File: config.mk
export PLATFORM = sky130hd
export DESIGN_NAME = sapq_ctrl
export DESIGN_NICKNAME = d
export VERILOG_FILES = /design/src/sv/sapq_pkg.sv /design/src/sv/sapq_ctrl.sv
export SDC_FILE = /design/constraint.sdc
export NUM_CORES = 1
export LEC_CHECK = 0
export BUFFER_PORTS_ARGS = -buffer_cell sky130_fd_sc_hd__buf_2
export CAP_MARGIN = 30
export CORE_AREA = 8 8 45 47
export CTS_CLUSTER_SIZE = 10
export DETAILED_ROUTE_END_ITERATION = 8
export DIE_AREA = 0 0 53 55
export HOLD_SLACK_MARGIN = 0.02
export MAX_ROUTING_LAYER = met4
export PLACE_DENSITY_LB_ADDON = 0.15
export SLEW_MARGIN = 20
export SYNTH_ARGS = -nofsm -noshare
export SYNTH_HDL_FRONTEND = slang
export SYNTH_SLANG_ARGS = --single-unit
File: constraint.sdc
create_clock -name clk -period 1.7 [get_ports clk]
set_input_delay 0.34 -clock clk [delete_from_list [all_inputs] [get_ports clk]]
set_output_delay 0.34 -clock clk [all_outputs]
set_load 0.05 [all_outputs]
File: src/sv/sapq_pkg.sv
// Shared constants, codes and controller/datapath interface types for the priority queue.
package sapq_pkg;

  localparam int QUEUE_DEPTH = 128;
  localparam int ADDR_W      = $clog2(QUEUE_DEPTH);
  localparam int CNT_W       = $clog2(QUEUE_DEPTH + 1);
  localparam int DATA_W      = 32;
  localparam int PRIO_W      = 16;
  localparam int FUNC_W      = 2;
  localparam int STATUS_W    = 2;

  // Operation codes
  localparam logic [FUNC_W-1:0] FUNC_ENQUEUE = 2'd0;
  localparam logic [FUNC_W-1:0] FUNC_DEQUEUE = 2'd1;
  localparam logic [FUNC_W-1:0] FUNC_FRONT   = 2'd2;

  // Result status codes
  localparam logic [STATUS_W-1:0] ST_OK        = 2'd0;
  localparam logic [STATUS_W-1:0] ST_OVERFLOW  = 2'd1;
  localparam logic [STATUS_W-1:0] ST_UNDERFLOW = 2'd2;

  // Commands from controller to datapath
  typedef struct packed {
    logic                load_in;    // capture item, set scan index to tail
    logic                rd_en;      // issue a memory read
    logic                rd_head;    // read at head instead of scan index
    logic                idx_dec;    // step scan index down and read there
    logic                wr_en;      // issue a memory write
    logic                wr_new;     // write the new entry (else the read entry)
    logic                wr_head;    // write at head (else one past scan index)
    logic                cnt_inc;    // one entry added
    logic                cnt_dec;    // head entry removed
    logic                res_set;    // record the result
    logic [STATUS_W-1:0] res_status;
    logic                res_head;   // result carries the read entry
    logic                out_load;   // move result into the output register
  } sapq_cmd_t;

  // Status from datapath to controller
  typedef struct packed {
    logic count_zero;
    logic count_full;
    logic cmp_le;     // read priority <= new priority
    logic idx_zero;
  } sapq_stat_t;

  // Map a logical position to a memory address in the circular store
  function automatic logic [ADDR_W-1:0] phys_addr(input logic [ADDR_W-1:0] head,
                                                   input logic [ADDR_W-1:0] offs);
    logic [ADDR_W:0] sum;
    sum = {1'b0, head} + {1'b0, offs};
    if (sum >= (ADDR_W + 1)'(QUEUE_DEPTH)) begin
      sum = sum - (ADDR_W + 1)'(QUEUE_DEPTH);
    end
    return sum[ADDR_W-1:0];
  endfunction

endpackage

File: src/sv/sapq_ctrl.sv
// Controller: sequences each operation and the output handshake.
module sapq_ctrl (
  input  logic                           clk,
  input  logic                           rst,
  input  logic                           in_valid,
  output logic                           in_ready,
  input  logic [sapq_pkg::FUNC_W-1:0]    func,
  output logic                           out_valid,
  input  logic                           out_ready,
  input  sapq_pkg::sapq_stat_t           stat,
  output sapq_pkg::sapq_cmd_t            cmd
);
  import sapq_pkg::*;

  localparam logic [2:0] S_IDLE  = 3'd0;
  localparam logic [2:0] S_SCAN  = 3'd1;
  localparam logic [2:0] S_CMP   = 3'd2;
  localparam logic [2:0] S_PLACE = 3'd3;
  localparam logic [2:0] S_FRONT = 3'd4;
  localparam logic [2:0] S_RESP  = 3'd5;

  logic [2:0] state;
  logic [2:0] state_next;
  logic       out_free;

  assign in_ready = (state == S_IDLE);
  assign out_free = !out_valid || out_ready;

  // Decode state into datapath commands
  always_comb begin
    cmd        = '0;
    state_next = state;
    unique case (state)
      S_IDLE: begin
        if (in_valid) begin
          cmd.load_in = 1'b1;
          case (func)
            FUNC_ENQUEUE: begin
              if (stat.count_full) begin
                cmd.res_set    = 1'b1;
                cmd.res_status = ST_OVERFLOW;
                state_next     = S_RESP;
              end else if (stat.count_zero) begin
                state_next = S_PLACE;
              end else begin
                state_next = S_SCAN;
              end
            end
            FUNC_DEQUEUE: begin
              cmd.res_set    = 1'b1;
              cmd.res_status = stat.count_zero ? ST_UNDERFLOW : ST_OK;
              cmd.cnt_dec    = !stat.count_zero;
              state_next     = S_RESP;
            end
            FUNC_FRONT: begin
              if (stat.count_zero) begin
                cmd.res_set    = 1'b1;
                cmd.res_status = ST_UNDERFLOW;
                state_next     = S_RESP;
              end else begin
                cmd.rd_en   = 1'b1;
                cmd.rd_head = 1'b1;
                state_next  = S_FRONT;
              end
            end
            default: begin
              cmd.res_set    = 1'b1;
              cmd.res_status = ST_OK;
              state_next     = S_RESP;
            end
          endcase
        end
      end
      S_SCAN: begin
        cmd.rd_en  = 1'b1;
        state_next = S_CMP;
      end
      S_CMP: begin
        cmd.wr_en = 1'b1;
        if (stat.cmp_le) begin
          // shift the read entry one place toward the tail
          if (stat.idx_zero) begin
            state_next = S_PLACE;
          end else begin
            cmd.rd_en   = 1'b1;
            cmd.idx_dec = 1'b1;
          end
        end else begin
          // drop the new entry in behind the read entry
          cmd.wr_new     = 1'b1;
          cmd.cnt_inc    = 1'b1;
          cmd.res_set    = 1'b1;
          cmd.res_status = ST_OK;
          state_next     = S_RESP;
        end
      end
      S_PLACE: begin
        cmd.wr_en      = 1'b1;
        cmd.wr_new     = 1'b1;
        cmd.wr_head    = 1'b1;
        cmd.cnt_inc    = 1'b1;
        cmd.res_set    = 1'b1;
        cmd.res_status = ST_OK;
        state_next     = S_RESP;
      end
      S_FRONT: begin
        cmd.res_set    = 1'b1;
        cmd.res_status = ST_OK;
        cmd.res_head   = 1'b1;
        state_next     = S_RESP;
      end
      S_RESP: begin
        if (out_free) begin
          cmd.out_load = 1'b1;
          state_next   = S_IDLE;
        end
      end
      default: begin
        state_next = S_IDLE;
      end
    endcase
  end

  // Advance state and track the output register
  always_ff @(posedge clk) begin
    if (rst) begin
      state     <= S_IDLE;
      out_valid <= 1'b0;
    end else begin
      state <= state_next;
      if (cmd.out_load) begin
        out_valid <= 1'b1;
      end else if (out_ready) begin
        out_valid <= 1'b0;
      end
    end
  end

  // Compare step always sees fresh read data
  a_cmp_has_data: assert property (@(posedge clk) disable iff (rst)
    (state == S_CMP) |-> $past(cmd.rd_en)) else $error("compare without read");
  // A loaded result shows up at the output
  a_load_shows: assert property (@(posedge clk) disable iff (rst)
    cmd.out_load |=> out_valid) else $error("result lost");
  // A waiting result is never overwritten
  a_no_overwrite: assert property (@(posedge clk) disable iff (rst)
    (out_valid && !out_ready) |-> !cmd.out_load) else $error("result overwritten");
  // Read and write never meet on a new item's first cycle
  a_idle_no_write: assert property (@(posedge clk) disable iff (rst)
    (state == S_IDLE) |-> !cmd.wr_en) else $error("write while idle");

endmodule
==> results of run 1 <==
==> per-stage QoR <==
stage	hold WS, ps	setup TNS, ps	util [%]
CTS	327	-184	57.8
global route	341	-272	58.8
detailed placement	526	0	53.3
global placement	531	0	53.3
finish	334	-98.7	58.8
floorplan	405	-1500	-
==> worst register-to-register path: cells and delay by family, from the launching register on <==
family                 cells  cell delay, ps
DFF                        1             340
and+or+nand+nor            2             250
AOI/OAI and AO/OA          1             330
buffers and inverters      2             240
==> per-layer routing <==
metal / part of all wire (%) / global-route usage (%) / routed length, µm / up-vias
met5: 0 / - / 0 / -
met4: 0 / 5.17 / 0 / 0
met3: 4.0 / 1.07 / 57 / 0
met2: 57 / 20.5 / 810 / 11
met1: 39 / 9.56 / 556 / 254
li1: - / - / - / 288
==> synth_stat cells <==
| master | count |
|---|---|
| xor2_1 | 1 |
| nand2_1 | 2 |
| a31oi_1 | 1 |
| a2111oi_2 | 1 |
| o2bb2ai_1 | 1 |
| nand2b_2 | 1 |
| nor4b_1 | 1 |
| and4bb_1 | 1 |
| inv_1 | 4 |
| o31ai_1 | 1 |
| nor3_4 | 1 |
| nor2_1 | 5 |
| nand2b_1 | 2 |
| and2_1 | 1 |
| nor2b_1 | 2 |
| buf_6 | 2 |
| and3_1 | 1 |
| nor3_1 | 1 |
| nor3b_1 | 2 |
| o32ai_1 | 2 |
| a211oi_1 | 1 |
| nand3b_1 | 2 |
| buf_4 | 1 |
| nor4_1 | 3 |
| dfxtp_1 | 4 |
| or3b_2 | 1 |
| or3_4 | 1 |
| a21oi_1 | 8 |
| buf_2 | 3 |
| nor4b_2 | 1 |
| o21ai_0 | 1 |
==> what timing repair did <==
| item | in CTS | in global routing |
|---|---|---|
| pin swaps | 3 | 2 |
| gates cloned | 0 | 0 |
| setup buffers | 1 | 0 |
| setup endpoints to repair | 9 | 8 |
| gates resized for setup | 12 | 6 |
==> flip-flops by register name (all words and copies together), names as in the netlist <==
signal,cells
out_valid,1
state,3
==> power groups by stage <==
stage,clock network (mW),registers (mW),logic (mW)
finish,0.114,0.201,1.25
global route,0.123,0.206,1.32
CTS,0.124,0.197,1.25
detailed placement,0,0.191,1.19
global placement,0,0.193,1.19
floorplan,0,0.185,0.912
==> layout make-up <==
class,count,share of cell area (%)
clock buffer,3,2.77
inverter,4,2.31
multi-input combinational,45,48.5
sequential,4,10.3
tap,16,2.46
timing repair buffer,39,33.7
==> cells in the final DEF (no fill, tap or decap), types with 2 or more instances in the layout <==
cell,n
nand2b_1,2
buf_4,16
nor2_1,3
buf_6,3
buf_8,2
clkbuf_4,3
buf_2,18
nand3b_1,2
a21oi_1,8
nor4_1,2
inv_1,2
dfxtp_2,3
==> worst max path at each step <==
stage / end
after floorplan: cmd[5]
after global placement: cmd[5]
after detailed placement: cmd[11]
after CTS: cmd[10]
after global routing: cmd[5]
final: cmd[12]
==> kinds of logic after synthesis <==
kind of cell / Yosys count
AOI/OAI and AO/OA: 16
xor gates and xnor gates: 1
buffers and inverters: 10
DFF: 4
and+or+nand+nor: 28
==> results_dict.tcl, run 1 <==
set metrics [dict create \
    status "complete, but fails checks" \
    violations "setup timing" \
    dp_hpwl_um 1190 \
    regArea_um2 83.8 \
    slowest_delay_ps 390 \
    cp-start-kind "flip-flop" \
    start_util_pct 32.9 \
    holdPathEnd "state[0]$_SDFFE_PP0P_" \
    root_buffer "clkbuf_4" \
    multiInputGateArea_um2 394 \
    placed_cell_area_um2 737 \
    synth_area_um2 455 \
    ys.warnings.count 0 \
    synth_compound_gate_area_share_pct 23.6 \
    coreArea_mm2 0.00138 \
    num_vias 553 \
    crit_buf_inv 1 \
    comb_power_share_pct 79.9 \
    grt_use_total_pct 10.4 \
    first_pass_iters 3 \
    die_w_um 53 \
    hold_violations 0 \
    cts_buffers 3 \
    cp-startpoint "state[2]$_SDFFE_PP0P_" \
    synth_top_area_share_pct 17.6 \
    cp_cell_sequence "nand2b_2 -> or3_4 -> o31ai_2 -> buf_6" \
    stdcell_count 111 \
    routedWlPerCell_um 12.8 \
    crit_required_ps 1360 \
    fin_skew_ps 2.84 \
    grt_setup_unrepaired "yes" \
    fillers 152 \
    overflow 0 \
    end_kind "output pin" \
    syn_to_final_growth_pct 78.6 \
    grt_max_degree 8 \
    wirelength_um 1420 \
    r2r_cells 5 \
    drcViolationCount 0 \
    design_area_um2 813 \
    min_from "rst" \
    grt_pass1_wl_um 2260 \
    hp-class "input port to flip-flop" \
    r2r_start "state[2]$_SDFFE_PP0P_" \
    internal_power_mw 0.696 \
    critical-path-top-delay-family "simple AND/OR/NAND/NOR gates" \
    final_net_count 107 \
    synth-seq-cells 4 \
    worst_path_max_delay_cell "or3_4" \
    die-height_um 55 \
    synthCells 59 \
    reg2reg_to "state[0]$_SDFFE_PP0P_" \
    cts_sinks 4 \
    path_max_fanout 4 \
    max_freq_mhz 570 \
    arrival_ps 1420 \
    setup_viol 3 \
    slew_headroom_pct 81.1 \
    die-area_mm2 0.00292 \
    drt_iter0_markers 1 \
    powerDensity_mw_per_mm2 1920 \
    cts_hold_buf 0 \
    fin_crit_sh_pct 103 \
    total_power_mw 1.57 \
    slew_violations 0 \
    dp_slack_ps 52.0 \
    critical_path_depth 4 \
    fp-row-count 14 \
    grt_pass1_vias 571 \
    irDropWorstVdd_v 0.00106 \
    cap_violations 0 \
    numPortBuffers 25 \
    seqPwrFrac_pct 12.8 \
    synth-adder-area-share_pct 0 \
    p_clk_share_pct 7.3 \
    p_switching_mw 0.869 \
    drive_gt1_share_pct 66.3 \
    ios 26 \
    antenna_found_initial 0 \
    synth_xor_area_share_pct 1.92 \
    post-place-cells 107 \
    clockBufferDepth 2 \
    synth_top_family_by_area "simple AND/OR/NAND/NOR gates" \
    clkSlewWorstSetupHoldPaths_ps 40 \
    hold_depth 2 \
    fin_crit_ps 1760 \
    swShare_pct 55.5 \
    leakage_nw 0.375 \
    num_antenna_cells 0 \
    synthSimpleGateAreaFrac_pct 43.7 \
    synth_fp_nets 69 \
    netlist_top_cells_area "dfxtp_1 (18%), a21oi_1 (8.8%), buf_6 (4.9%)" \
    rrSetupSlack_ps 430 \
    synth_area_leader_cell "dfxtp_1" \
    synth_seq_area_share_pct 17.6 \
    postRouteAntennaNets 0 \
    place_congestion 0.804 \
    tightest_slew_ps 283 \
    synthDistinctLibCells 31 \
    insertion_delay_ps 230 \
    post_drt_via_cell_ratio 4.98 \
    crit_type "flip-flop to output pin" \
    layout_setup_ws_ps -55.6 \
    syn_area_per_cell_um2 7.72 \
    cts_tree "built" \
    htreeDepth 1 \
    synth_mux_area_share_pct 0 \
]
Power figures use the tool's default switching activity.
==> run 2, diff against run 1 <==
--- a/config.mk
+++ b/config.mk
@@ -11,9 +11,11 @@
 export CTS_CLUSTER_SIZE = 10
 export DETAILED_ROUTE_END_ITERATION = 8
 export DIE_AREA = 0 0 53 55
+export GPL_ROUTABILITY_DRIVEN = 0
 export HOLD_SLACK_MARGIN = 0.02
 export MAX_ROUTING_LAYER = met4
 export PLACE_DENSITY_LB_ADDON = 0.15
+export REMOVE_ABC_BUFFERS = 1
 export SLEW_MARGIN = 20
 export SYNTH_ARGS = -nofsm -noshare
 export SYNTH_HDL_FRONTEND = slang
==> results_dict.tcl, run 2 (synthesized netlist as in run 1, its figures left out) <==
set metrics [dict create \
    fin_skew_ps 1.72 \
    overflow 0 \
    clkSlewWorstSetupHoldPaths_ps 40 \
    slew_violations 0 \
    crit_buf_inv 1 \
    post_drt_via_cell_ratio 5.10 \
    hp-class "input port to flip-flop" \
    worst_path_max_delay_cell "or3_4" \
    fin_crit_sh_pct 101 \
    rrSetupSlack_ps 420 \
    hold_depth 2 \
    cp_cell_sequence "nand2b_4 -> or3_4 -> o31ai_4 -> buf_6" \
    leakage_nw 0.350 \
    root_buffer "clkbuf_4" \
    antenna_found_initial 0 \
    layout_setup_ws_ps -22.2 \
    placed_cell_area_um2 631 \
    start_util_pct 32.9 \
    cp-start-kind "flip-flop" \
    final_cell_mix "buf_2 (16), buf_4 (15), a21oi_1 (8), nor2_1 (5), clkbuf_4 (5)" \
    dp_slack_ps 40.2 \
    design_area_um2 732 \
    r2r_start "state[1]$_SDFFE_PP0P_" \
    irDropWorstVdd_v 0.00108 \
    fin_crit_ps 1720 \
    final_common_cell "buf_2" \
    path_max_fanout 4 \
    post-place-cells 104 \
    slowest_delay_ps 400 \
    stdcell_count 108 \
    crit_required_ps 1360 \
    num_vias 551 \
    drt_iter0_markers 9 \
    cts_buffers 3 \
    reg_top3 "state (3), out_valid (1)" \
    clockBufferDepth 2 \
    setup_viol 2 \
    reg2reg_to "state[1]$_SDFFE_PP0P_" \
    drcViolationCount 0 \
    largest_register_ffs 3 \
    p_clk_share_pct 8.3 \
    comb_power_share_pct 78.3 \
    grt_pass1_vias 526 \
    first_pass_iters 4 \
    grt_max_degree 9 \
    slew_headroom_pct 82.1 \
    final_net_count 104 \
    internal_power_mw 0.668 \
    postRouteAntennaNets 0 \
    drive_gt1_share_pct 56.5 \
    grt_pass1_wl_um 2220 \
    fillers 148 \
    hold_violations 0 \
    final.setup.tns_ps -30.5 \
    ios 26 \
    cts_tree "built" \
    r2r_cells 5 \
    largest-register "state" \
    num_antenna_cells 0 \
    holdPathEnd "state[0]$_SDFFE_PP0P_" \
    tightest_slew_ps 267 \
    critical-path-top-delay-family "simple AND/OR/NAND/NOR gates" \
    fp-row-count 14 \
    die-height_um 55 \
    powerDensity_mw_per_mm2 2040 \
    wirelength_um 1340 \
    cap_violations 0 \
    grt_use_total_pct 10.3 \
    status "complete, but fails checks" \
    seqPwrFrac_pct 13.4 \
    grt_setup_unrepaired "yes" \
    whs_ps 326 \
    htreeDepth 1 \
    violations "setup timing" \
    total_power_mw 1.49 \
    coreArea_mm2 0.00138 \
    swShare_pct 55.2 \
    max_freq_mhz 581 \
    insertion_delay_ps 240 \
    arrival_ps 1380 \
    syn_to_final_growth_pct 60.7 \
    die-area_mm2 0.00292 \
    crit_type "flip-flop to output pin" \
    p_switching_mw 0.824 \
    die_w_um 53 \
    cts_sinks 4 \
    min_from "rst" \
    routedWlPerCell_um 12.4 \
    end_kind "output pin" \
    numPortBuffers 25 \
    dp_hpwl_um 1110 \
    final_util_pct 52.9 \
]
-- run 2: power by group through the flow --
| stage | registers (mW) | clock network, mW | logic (mW) |
|---|---|---|---|
| after CTS | 0.201 | 0.128 | 1.15 |
| final | 0.200 | 0.123 | 1.17 |
| after global routing | 0.208 | 0.139 | 1.26 |
| after detailed placement | 0.190 | 0 | 1.05 |
| after floorplan | 0.233 | 0 | 0.671 |
| after global placement | 0.188 | 0 | 1.05 |
-- run 2: layout make-up --
class | instances | area [µm²] | share of cell area (%)
multi-input cells | 45 | 343 | 46.8
clock buffers | 3 | 22.5 | 3.08
flip-flops and latches | 4 | 86.3 | 11.8
well taps | 16 | 20.0 | 2.74
inverters | 4 | 15.0 | 2.05
repair buffers | 36 | 245 | 33.5
-- run 2: worst max-delay path by stage --
| stage | start | endpoint | slack, ps | depth (start not counted) |
|---|---|---|---|---|
| final | state[2]$_SDFFE_PP0P_ | cmd[12] | -20 | 4 |
| after global routing | state[2]$_SDFFE_PP0P_ | cmd[12] | -60 | 4 |
| after global placement | stat[3] | cmd[11] | 50 | 4 |
| after detailed placement | stat[3] | cmd[11] | 40 | 4 |
| after floorplan | state[1]$_SDFFE_PP0P_ | cmd[2] | -1300 | 3 |
| after CTS | state[2]$_SDFFE_PP0P_ | cmd[12] | -50 | 4 |
-- run 2: timing repair --
action | CTS | global route
resized for setup | 16 | 10
setup endpoints to repair | 8 | 9
hold buffers | 0 | 0
pin swaps | 4 | 2
setup buffers | 1 | 0
-- run 2: layer usage --
metal | global-route usage, % | share of wire, %
met5 | - | 0
met4 | 2.59 | 0
met3 | 4.28 | 7.0
met2 | 16.2 | 47
met1 | 11.9 | 46
